`config.mk`:
```
export PLATFORM = sky130hd
export DESIGN_NAME = lock_table_with_waiter_queues_core
export DESIGN_NICKNAME = d
export VERILOG_FILES = /design/src/design/ltwq_pkg.sv /design/src/design/ltwq_table.sv /design/src/design/ltwq_emit.sv /design/src/design/lock_table_with_waiter_queues_core.sv
export SDC_FILE = /design/constraint.sdc
export NUM_CORES = 2
export LEC_CHECK = 0
export BUFFER_PORTS_ARGS = -buffer_cell sky130_fd_sc_hd__buf_4
export CAP_MARGIN = 15
export CORE_ASPECT_RATIO = 1.75
export CORE_UTILIZATION = 39
export CTS_BUF_LIST = sky130_fd_sc_hd__clkbuf_8
export CTS_CLUSTER_SIZE = 8
export DETAILED_ROUTE_END_ITERATION = 10
export GPL_ROUTABILITY_DRIVEN = 1
export PLACE_DENSITY = 0.51
export SLEW_MARGIN = 20
export SYNTH_ARGS = -nofsm -noshare
export SYNTH_HDL_FRONTEND = slang
export SYNTH_SLANG_ARGS = --single-unit
export TNS_END_PERCENT = 1
```
`constraint.sdc`:
```
create_clock -name clk -period 6.6 [get_ports clk]
set_input_delay 0 -clock clk [delete_from_list [all_inputs] [get_ports clk]]
set_output_delay 0 -clock clk [all_outputs]
set_load 0.05 [all_outputs]
```
`src/design/ltwq_pkg.sv`:
```
// Package for the lock table with waiter queues.
// Holds the table sizes, the command and result codes and the decision record
// passed from the table to the result sequencer. Depends on nothing.
package ltwq_pkg;

	// Table geometry.
	localparam int NUM_LOCKS   = 16;
	localparam int QUEUE_DEPTH = 8;
	localparam int CLIENT_BITS = 8;

	localparam int LOCK_W = $clog2(NUM_LOCKS);
	localparam int QPTR_W = $clog2(QUEUE_DEPTH);
	localparam int CNT_W  = $clog2(QUEUE_DEPTH + 1);
	localparam int ADDR_W = $clog2(NUM_LOCKS * QUEUE_DEPTH);

	// A command can produce at most this many results.
	localparam int MAX_RES = 3;
	localparam int RES_W   = $clog2(MAX_RES + 1);
	localparam int IDX_W   = $clog2(MAX_RES);

	typedef logic [LOCK_W-1:0]      lock_t;
	typedef logic [CLIENT_BITS-1:0] client_t;
	typedef logic [QPTR_W-1:0]      qptr_t;
	typedef logic [CNT_W-1:0]       qcount_t;
	typedef logic [ADDR_W-1:0]      waddr_t;

	typedef enum logic {
		CMD_ACQUIRE = 1'b0,
		CMD_RELEASE = 1'b1
	} cmd_t;

	typedef enum logic [2:0] {
		KIND_OK           = 3'd0,
		KIND_RETRY_REPLY  = 3'd1,
		KIND_REVOKE       = 3'd2,
		KIND_RETRY_MSG    = 3'd3,
		KIND_QUEUE_FULL   = 3'd4
	} kind_t;

	// Decision for one request: the ordered list of results it produces.
	typedef struct packed {
		logic                             valid;
		logic [RES_W-1:0]                 num;
		lock_t                            lock;
		kind_t [MAX_RES-1:0]              kind;
		logic [MAX_RES-1:0][CLIENT_BITS-1:0] who;
	} plan_t;

endpackage

```
`src/design/ltwq_table.sv`:
```
// Lock state, holder table, per-lock waiter FIFOs and the decision logic.
// Registers the request and the addressed lock's state, then decides and updates
// in the following cycle. Depends on ltwq_pkg.
module ltwq_table (
	input  logic            clk,
	input  logic            arst_n,
	input  logic            accept,
	input  logic            command,
	input  logic [3:0]      lock_index,
	input  logic [7:0]      client,
	output ltwq_pkg::plan_t plan
);
	import ltwq_pkg::*;

	// Per-lock state in flip-flops, read only at the incoming lock index.
	logic [NUM_LOCKS-1:0] locked_q;
	client_t              holder_q [NUM_LOCKS];
	qptr_t                head_q   [NUM_LOCKS];
	qcount_t              count_q  [NUM_LOCKS];

	// Waiter storage: one FIFO of QUEUE_DEPTH slots per lock.
	client_t              waiter_mem [NUM_LOCKS*QUEUE_DEPTH];

	// Request and lock state captured at acceptance.
	logic    valid_s1;
	cmd_t    cmd_s1;
	lock_t   lk_s1;
	client_t who_s1;
	logic    locked_s1;
	client_t holder_s1;
	qptr_t   head_s1;
	qcount_t count_s1;
	client_t waiter_s1;

	lock_t   lk_in;
	waddr_t  rd_addr;
	waddr_t  wr_addr;
	logic [CNT_W:0] slot_sum;
	qptr_t   push_slot;
	qptr_t   head_next;
	logic    lock_set;
	logic    lock_clr;
	logic    push;
	logic    pop;

	// The index field spans exactly the table, so no reduction is needed.
	assign lk_in   = LOCK_W'(lock_index);
	assign rd_addr = ADDR_W'(ADDR_W'(lk_in) * ADDR_W'(QUEUE_DEPTH) + ADDR_W'(head_q[lk_in]));

	// The tail slot wraps round the FIFO; the sum stays below twice the depth.
	always_comb begin
		slot_sum = (CNT_W+1)'(head_s1) + (CNT_W+1)'(count_s1);
		if (slot_sum >= (CNT_W+1)'(QUEUE_DEPTH)) begin
			push_slot = QPTR_W'(slot_sum - (CNT_W+1)'(QUEUE_DEPTH));
		end else begin
			push_slot = QPTR_W'(slot_sum);
		end
		if (head_s1 == QPTR_W'(QUEUE_DEPTH - 1)) begin
			head_next = '0;
		end else begin
			head_next = head_s1 + 1'b1;
		end
		wr_addr = ADDR_W'(ADDR_W'(lk_s1) * ADDR_W'(QUEUE_DEPTH) + ADDR_W'(push_slot));
	end

	// Capture the request and the addressed lock's state.
	always_ff @(posedge clk or negedge arst_n) begin
		if (!arst_n) begin
			valid_s1 <= 1'b0;
		end else begin
			valid_s1 <= accept;
		end
	end

	always_ff @(posedge clk) begin
		if (accept) begin
			cmd_s1    <= cmd_t'(command);
			lk_s1     <= lk_in;
			who_s1    <= CLIENT_BITS'(client);
			locked_s1 <= locked_q[lk_in];
			holder_s1 <= holder_q[lk_in];
			head_s1   <= head_q[lk_in];
			count_s1  <= count_q[lk_in];
		end
	end

	// Waiter memory: front entry read at acceptance, new waiter written on decision.
	always_ff @(posedge clk) begin
		if (accept) begin
			waiter_s1 <= waiter_mem[rd_addr];
		end
		if (valid_s1 && push) begin
			waiter_mem[wr_addr] <= who_s1;
		end
	end

	// Decide the state change and the ordered results for the request.
	always_comb begin
		plan       = '0;
		plan.valid = valid_s1;
		plan.lock  = lk_s1;
		lock_set   = 1'b0;
		lock_clr   = 1'b0;
		push       = 1'b0;
		pop        = 1'b0;
		if (cmd_s1 == CMD_ACQUIRE) begin
			if (!locked_s1) begin
				lock_set     = 1'b1;
				plan.num     = RES_W'(1);
				plan.kind[0] = KIND_OK;
				plan.who[0]  = who_s1;
			end else if (count_s1 >= CNT_W'(QUEUE_DEPTH)) begin
				plan.num     = RES_W'(1);
				plan.kind[0] = KIND_QUEUE_FULL;
				plan.who[0]  = who_s1;
			end else begin
				push         = 1'b1;
				plan.num     = RES_W'(2);
				plan.kind[0] = KIND_REVOKE;
				plan.who[0]  = holder_s1;
				plan.kind[1] = KIND_RETRY_REPLY;
				plan.who[1]  = who_s1;
			end
		end else begin
			lock_clr = 1'b1;
			if (count_s1 != '0) begin
				pop          = 1'b1;
				plan.kind[0] = KIND_RETRY_MSG;
				plan.who[0]  = waiter_s1;
				if (count_s1 > CNT_W'(1)) begin
					plan.num     = RES_W'(3);
					plan.kind[1] = KIND_REVOKE;
					plan.who[1]  = waiter_s1;
					plan.kind[2] = KIND_OK;
					plan.who[2]  = who_s1;
				end else begin
					plan.num     = RES_W'(2);
					plan.kind[1] = KIND_OK;
					plan.who[1]  = who_s1;
				end
			end else begin
				plan.num     = RES_W'(1);
				plan.kind[0] = KIND_OK;
				plan.who[0]  = who_s1;
			end
		end
	end

	// Write back the lock flag, holder, head and count of the addressed lock.
	always_ff @(posedge clk or negedge arst_n) begin
		if (!arst_n) begin
			locked_q <= '0;
			for (int i = 0; i < NUM_LOCKS; i++) begin
				holder_q[i] <= '0;
				head_q[i]   <= '0;
				count_q[i]  <= '0;
			end
		end else if (valid_s1) begin
			if (lock_set) begin
				locked_q[lk_s1] <= 1'b1;
				holder_q[lk_s1] <= who_s1;
			end
			if (lock_clr) begin
				locked_q[lk_s1] <= 1'b0;
			end
			if (push) begin
				count_q[lk_s1] <= count_s1 + 1'b1;
			end
			if (pop) begin
				count_q[lk_s1] <= count_s1 - 1'b1;
				head_q[lk_s1]  <= head_next;
			end
		end
	end

	// A request is decided exactly once, and never overlaps a new acceptance.
	a_single_decide: assert property (@(posedge clk) disable iff (!arst_n)
		valid_s1 |-> !accept)
		else $error("request accepted while the previous one is being decided");

	a_count_bound: assert property (@(posedge clk) disable iff (!arst_n)
		valid_s1 |-> count_s1 <= CNT_W'(QUEUE_DEPTH))
		else $error("waiter count exceeds the queue depth");

	a_push_pop_excl: assert property (@(posedge clk) disable iff (!arst_n)
		valid_s1 |-> !(push && pop) && !(lock_set && lock_clr))
		else $error("conflicting updates in one decision");

endmodule

```
`src/design/ltwq_emit.sv`:
```
// Result sequencer: holds the decided results of one request and presents them
// one per cycle on registered outputs. Depends on ltwq_pkg.
module ltwq_emit (
	input  logic            clk,
	input  logic            arst_n,
	input  ltwq_pkg::plan_t plan,
	output logic            hold,
	output logic            strobe,
	output logic [2:0]      kind,
	output logic [7:0]      target_client,
	output logic [3:0]      lock_ref,
	output logic            last
);
	import ltwq_pkg::*;

	plan_t            res_q;
	logic [IDX_W-1:0] idx_q;
	logic [RES_W-1:0] rem_q;

	logic    strobe_q;
	kind_t   kind_q;
	client_t target_q;
	lock_t   lock_q;
	logic    last_q;

	// Hold off new requests until at most the final result is left to send.
	assign hold = rem_q > RES_W'(1);

	// Sequencer control.
	always_ff @(posedge clk or negedge arst_n) begin
		if (!arst_n) begin
			idx_q    <= '0;
			rem_q    <= '0;
			strobe_q <= 1'b0;
		end else begin
			strobe_q <= rem_q != '0;
			if (plan.valid) begin
				idx_q <= '0;
				rem_q <= plan.num;
			end else if (rem_q != '0) begin
				idx_q <= idx_q + 1'b1;
				rem_q <= rem_q - 1'b1;
			end
		end
	end

	// Result buffer and output payload.
	always_ff @(posedge clk) begin
		if (plan.valid) begin
			res_q <= plan;
		end
		if (rem_q != '0) begin
			kind_q   <= res_q.kind[idx_q];
			target_q <= res_q.who[idx_q];
			lock_q   <= res_q.lock;
			last_q   <= rem_q == RES_W'(1);
		end
	end

	assign strobe        = strobe_q;
	assign kind          = 3'(kind_q);
	assign target_client = 8'(target_q);
	assign lock_ref      = 4'(lock_q);
	assign last          = last_q;

	// A new decision only arrives once the previous results have all gone out.
	a_load_when_empty: assert property (@(posedge clk) disable iff (!arst_n)
		plan.valid |-> rem_q == '0)
		else $error("decision loaded while results are still pending");

	// The results of one request leave on consecutive cycles.
	a_burst_contiguous: assert property (@(posedge clk) disable iff (!arst_n)
		strobe_q && !last_q |=> strobe_q)
		else $error("gap inside the results of one request");

	a_rem_bound: assert property (@(posedge clk) disable iff (!arst_n)
		rem_q <= RES_W'(MAX_RES))
		else $error("result count out of range");

endmodule

```
`src/design/lock_table_with_waiter_queues_core.sv`:
```
// Top level of the lock table with per-lock waiter queues.
// Instantiates ltwq_table and ltwq_emit; depends on ltwq_pkg.
//
// Usage:
// A request (command, lock_index, client) is taken at a rising edge where start
// is high and busy is low. Command 0 acquires the lock, command 1 releases it.
// Each request produces one to three results on kind, target_client, lock_ref
// and last, each shown for exactly one cycle with strobe high; last marks the
// final result of the request. The receiver cannot stall, so results are never
// held back.
// Flow: the request is registered together with the addressed lock's state
// and the front waiter read from the waiter memory, decided in the next cycle,
// loaded into the result sequencer's buffer, and its first result is then
// registered onto the outputs, the rest following on consecutive cycles.
// Occupancy: a request holds the block from acceptance until its final result
// is being registered; the single result sequencer sets this, and the next
// request may be accepted while that result is being registered.
// Reset clears all lock flags, holders and queue pointers at once; waiter
// memory contents are only used after being written and need no clearing.
module lock_table_with_waiter_queues_core (
	input  logic       clk,
	input  logic       arst_n,
	input  logic       start,
	output logic       busy,
	input  logic       command,
	input  logic [3:0] lock_index,
	input  logic [7:0] client,
	output logic       strobe,
	output logic [2:0] kind,
	output logic [7:0] target_client,
	output logic [3:0] lock_ref,
	output logic       last
);
	import ltwq_pkg::*;

	plan_t plan;
	logic  hold;
	logic  accept;

	// Busy while a request is being decided or more than its final result is still to send.
	assign busy   = plan.valid || hold;
	assign accept = start && !busy;

	ltwq_table u_table (
		.clk        (clk),
		.arst_n     (arst_n),
		.accept     (accept),
		.command    (command),
		.lock_index (lock_index),
		.client     (client),
		.plan       (plan)
	);

	ltwq_emit u_emit (
		.clk           (clk),
		.arst_n        (arst_n),
		.plan          (plan),
		.hold          (hold),
		.strobe        (strobe),
		.kind          (kind),
		.target_client (target_client),
		.lock_ref      (lock_ref),
		.last          (last)
	);

endmodule

```
### After elaboration in Yosys (flattened, before gate mapping)

Memories as Yosys holds them, arrays and structs flattened. A register that Yosys moved wholly into a read port is not among the register bits.
Index checks and enable logic that the tools add are counted.

* register bits after elaboration: 344
* bits in writable memories: 1024
* bits of input ports: 16
* word-level logic and storage cells: 180
* memories kept: 1

* add/sub/neg operators: 9
* $lt $le $gt $ge: 11
* eq/ne operators: 2
* muxes and demuxes: 69
* bitwise logic cells: 5
* reductions and logical operators: 12

Memories
* u_table.waiter_mem: depth 128, bits a word 8, read ports 1, clocked after memory_dff 1, wr ports 1, RTL line ltwq_table.sv:22 `client_t waiter_mem [NUM_LOCKS*QUEUE_DEPTH];`

Operators with widths (number)
* $mux 64: 3
* $bwmux 128: 1
* $bwmux 64: 2
* $mux 8: 11
* $mux 16: 4
* $bwmux 48: 1
* $bmux 8 s4: 1
* $demux 8 s4: 1
* $mux 3: 8
* $mux 2: 11
* $and 16x16->16: 1
* $bmux 4 s4: 1
* $bmux 8 s2: 1
* $demux 4 s4: 1
* $not 16->16: 1
* $or 16x16->16: 1
* $add 7x3->7: 2
* $mux 1: 14
* $bmux 3 s4: 1
* $demux 3 s4: 1
* $mux 4: 3
* $ge 5x5->1 const B: 2
* $lt 4x5->1 const B: 2
* $not 4->5: 2
* other kinds (27): 32

### Longest topological paths before layout

* depth in word-level cells: 10
* depth in mapped cells: 14

### Hierarchy

Synthesis repeated with hierarchy kept, for this count alone.

* cell total of the unflattened synthesis: 3993
* area, all modules: 55761.0 um^2

By module, submodules not included
* ltwq_table: times used 1, cells each 3879, area each 53665.2 um^2, seq. area each 38291.7 um^2
* ltwq_emit: times used 1, cells each 112, area each 2082.0 um^2, seq. area each 1716.6 um^2
* lock_table_with_waiter_queues_core: times used 1, cells each 2, area each 13.8 um^2, seq. area each 0.0 um^2

### Worst setup path after synthesis

OpenSTA, ideal clock, no wires.

* kind: reg-to-reg
* from: register u_table.valid_s1
* to: register u_table.cmd_s1 (enable)
* library setup time: 0.432 ns
* data arrival time: 3.467 ns
* data required time: 6.168 ns
* slack: 2.701 ns
* cell stages (with the launch flop): 5
* cells stage by stage: dfrtp_1 -> clkbuf_1 -> buf_1 -> o21bai_1 -> nor2_1

* cells in the longest elaborated chain, start to end: 3

RTL lines
* start, declared: RTL line ltwq_table.sv:25 `logic valid_s1;`
* start signal, assigned: RTL line ltwq_table.sv:71 `valid_s1 <= accept;`
* $logic_or 1x1->1: RTL line lock_table_with_waiter_queues_core.sv:41 `assign busy = plan.valid || hold;`
* via busy: RTL line lock_table_with_waiter_queues_core.sv:24 `output logic busy,`
* $logic_not 1->1: RTL line lock_table_with_waiter_queues_core.sv:42 `assign accept = start && !busy;`
* $logic_and 1x1->1: RTL line lock_table_with_waiter_queues_core.sv:42
* via accept: RTL line lock_table_with_waiter_queues_core.sv:38 `logic accept;`
* end signal, assigned: RTL line ltwq_table.sv:77 `cmd_s1 <= cmd_t'(command);`
* end, declared: RTL line ltwq_table.sv:26 `cmd_t cmd_s1;`

The timed path passes the listed nets, and every way through them passes these cells.
A chain may end at the register's enable or synchronous reset.

### Worst setup path after layout

* from: register u_table.head_q[3] in the netlist's numbering
* to: register u_table.waiter_s1[4] (read register of u_table.waiter_mem), data pin

* cells in the longest elaborated chain, start to end: 4

RTL lines
* start, declared: RTL line ltwq_table.sv:18 `qptr_t head_q [NUM_LOCKS];`
* start signal, assigned by index: RTL line ltwq_table.sv:171 `head_q[lk_s1] <= head_next;`
* $bmux 3 s4: RTL line ltwq_table.sv:48 `assign rd_addr = ADDR_W'(ADDR_W'(lk_in) * ADDR_W'(QUEUE_DEPTH) + ADDR_W'(head_q[lk_in]));`
* $mux 3 (not written as such) (2 in series): RTL line ltwq_table.sv:48
* $add 7x3->7: RTL line ltwq_table.sv:48
* end, declared: RTL line ltwq_table.sv:33 `client_t waiter_s1;`

Every way passes these cells. The select of a mux whose other input is x is not followed.

==> summary.txt <==
Global routing
  – GR Overflow Total: 0
  – Met1 Use GR: 26.9%
  – First-pass GRT wire length: 245 mm
  – Top Usage Layer GRT: met2
  – Antenna violations before repair: 9
  – Number of global-route vias before repair: 34400
  – Met2 Track Usage GR: 42.6%
  – GRT met3 Usage: 3.19%
  – GRT Util Overall: 23.7%
  – Largest net degree at the start of global routing: 161

Clock network
  – Post-CTS Hold Fix Bufs: 24
  – Post-CTS Setup Bufs: 0
  – # H-tree levels: 4
  – Clk sink count: 1372
  – Clk slew on worst S/H paths: 70 ps
  – Clock tree buffer depth: 3
  – Worst-Skew Late Latency: 910 ps
  – CTS buffer count: 198
  – TritonCTS clock tree: done
  – Post-CTS sizing: 0
  – Root buf cell: clkbuf_8

Setup path
  – FF-to-FF path depth: 10
  – Reg2reg end: u_table.waiter_s1[4]$_DFFE_PP_
  – Crit path cell chain: mux2_2 > a2bb2o_1 > o32a_2 > inv_8 > buf_4 > mux2i_1 > a32oi_1 > a31oi_1 > nand4_1 > and4_1
  – Req. time, crit path: 7240 ps
  – Worst setup EP type: register
  – R2R Path Start: u_table.head_q[3]$_DFFE_PN0P_
  – Reg-to-reg slack, setup: 1990 ps
  – Crit path DAT: 5250 ps
  – Max incr delay on CP: 660 ps
  – Crit-path max FO: 100
  – Worst setup path class: reg -> reg
  – Startpoint types: register
  – CP max stage cell: buf_4

Synth
  – Compound-cell area share of the yosys netlist: 5.04%
  – Top cells by area, synth: edfxtp_1, dfrtp_1, nand2_1
  – Post-synthesis mux area share: 8.56%
  – Synth unique cells: 51
  – Post-synth top cells: edfxtp_1, nand2_1, nand3_1
  – Count leader, synth: edfxtp_1
  – Simple-Gate Fraction of Synth Area: 12.2%
  – Seq/Total Area, Yosys: 71.6%
  – Mean Syn Cell Area: 13.8 µm²
  – Post-Synth XOR/XNOR Area: 0.110%
  – Yosys warns: 0
  – Leading area contributor after synthesis: edfxtp_1
  – Syn_nets: 4064
  – Post-Syn Area: 55700 µm²
  – Mapped Cells: 4039
  – Share of the synthesized area in the top cell type: 59.9%
  – Count of state elements after synthesis: 1372
  – Adder-cell share of the synthesized area: 0.216%
  – Number of synthesized flops with an enable pin: 1110
  – Main synth FF type: edfxtp_1
  – Async S/R FF share, synth: 19.1%
  – Largest family of logic cells by synthesized area: simple AND/OR/NAND/NOR gates

Detailed routing
  – Final wirelength: 170 mm
  – DR WL/cell: 28.2 µm
  – Via count: 34000
  – Iter 0 DRT Violations: 2888
  – Antenna Nets Post-Route: 0
  – DRC viols: 30
  – Vias per inst: 5.62
  – Drt first pass iters: 10

Timing
  – Fin Hold WS: -43.4 ps
  – Post-layout minimum cycle time: 4610 ps
  – Period Utilization, post-route: 69.8%
  – Worst Tran Pin Value: 1210 ps
  – Final setup fails: 0
  – Slew Viols, Final: 0
  – Slew headroom: 19.2%
  – Final hold viol count: 19
  – Maximum clock rate: 217 MHz
  – Post-route setup TNS: 0 ps
  – RSZ-0062 raised after global routing: false
  – Clock Skew: 33.4 ps

Job
  – # Max-Cap Violations: 0

Pwr
  – Power per standard cell area: 373 nW/µm²
  – Max VDD drop: 0.203 mV
  – Comb power frac: 24.6%
  – Leakage power: 21.6 nW
  – Sw frac: 33.6%
  – Internal power: 0.0152 W
  – Clock power frac: 26.3%
  – P_sw: 0.00768 W
  – Proportion of power drawn by flip-flops and latches: 49.1%
  – Tot Pwr: 0.0228 W

Placed design
  – Placed wire-length estimate: 105 mm
  – Routability Congestion: 0.933
  – Area after DPL: 57800 µm²
  – IO Port Bufs: 33

Floorplanning
  – Die Ht: 502 µm
  – Die Wd: 288 µm
  – FP Rows: 183
  – Starting Density: 39.2%
  – Full die area: 144000 µm²
  – Core Box Area: 142000 µm²
  – I/O Pins: 34

Status
  – Status: finished, violations left
  – Failing checks: design-rule violations, negative hold slack

Final layout
  – Final design area excluding fillers: 61300 µm²
  – Sequential standard cell area: 39900 µm²
  – Filler cells: 13100
  – Area growth, synth to finish: 10.0%
  – Layout cells sized above 1: 14.0%
  – Multi-input logic area: 14600 µm²
  – Post-layout net count: 4133

Hold path
  – Worst hold path class: in -> async
## area by class of cell
cell class,instances,share of cell area [%]
Timing Repair Buffer,126,1.96
Tap cell,1850,3.78
Clock inverter,84,0.584
Sequential cell,1372,65.1
Antenna cell,4,0.0163
Inverter,19,0.129
Clock buffer,208,4.67
Multi-Input combinational cell,2391,23.8
## cells in the final DEF (no fill, tap or decap), drive strengths merged, types with 3 or more instances in the layout
cell and instances:
nand2b 11, a41oi 17, nand2 947, nand4 65, buf 102, xnor2 7
and4 8, nor2 230, dfrtp 262, a211oi 9, nor2b 20, inv 88
o22a 34, a22oi 3, o22ai 4, clkinv 9, nor3 9, o21ai 47
mux2i 107, and2 14, edfxtp 1110, a22o 8, a31oi 146, dlygate4sd3 24
clkbuf 208, ha 8, a21oi 47, clkinvlp 6, diode 4, mux2 182
nand3 302, mux4 73, a32oi 79
## power groups by stage
stage | registers [W] | clock network, W | logic, W
final | 0.0112 | 0.00600 | 0.00563
after global routing | 0.0113 | 0.00644 | 0.00595
after CTS | 0.0112 | 0.00613 | 0.00568
after detailed placement | 0.0114 | 0 | 0.00565
after global placement | 0.0113 | 0 | 0.00562
after floorplan | 0.0115 | 0 | 0.00306
## through the flow
step	worst slack [ps]	std cells	hold WS, ps	util [%]
final	1990	6054	-43.4	43.2
after global routing	1940	6052	39.1	43.2
after CTS	2020	6050	20.1	43.2
after detailed placement	1810	5734	149	40.7
after global placement	1830	5734	150	40.7
after floorplan	2700	4039	-296	-
## cell families after synthesis
logic type      Yosys count
flops                  1372
simple gates           1610
buf+inv                 276
xor+xnor                  7
compound gates          403
fa+ha+maj                 9
mux                     362
## worst max-delay path: cells and delay by family (launching register included)
kind                   cells  cell delay (ps)
buffers and inverters      2             1230
flip-flops                 1              360
multiplexers               2              580
AND/OR/NAND/NOR            2              720
AO/OA/AOI/OAI              4             1170
## routing by layer
layer / vias to the layer above / share of wire (%)
li1: 15100 / -
met1: 17500 / 37
met2: 1059 / 53
met3: 345 / 4.3
met4: 4 / 5.6
met5: - / 0.016
## registers in the layout, indices dropped and copies added, names as in the netlist, 4 cells and up, named ones only
register              flops
u_table.count_q          48
u_table.waiter_s1         8
u_table.count_s1          4
u_table.waiter_mem     1024
u_emit.res_q             33
u_table.who_s1            8
u_emit.lock_ref           4
u_table.holder_q        128
u_table.holder_s1         8
u_table.lk_s1             4
u_table.locked_q          8
u_table.head_q           48
u_emit.target_client      8
## how the worst max path moves through the flow
stage	cells past startpoint	from	to
after floorplan	4	u_table.valid_s1$_DFF_PN0_	u_table.cmd_s1$_DFFE_PP_
after detailed placement	11	lock_index[1]	u_table.waiter_s1[0]$_DFFE_PP_
final	10	u_table.head_q[3]$_DFFE_PN0P_	u_table.waiter_s1[4]$_DFFE_PP_
after global routing	10	u_table.head_q[3]$_DFFE_PN0P_	u_table.waiter_s1[4]$_DFFE_PP_
after CTS	10	u_table.head_q[3]$_DFFE_PN0P_	u_table.waiter_s1[4]$_DFFE_PP_
after global placement	11	lock_index[1]	u_table.waiter_s1[0]$_DFFE_PP_
(Power assumes the default switching activity.)
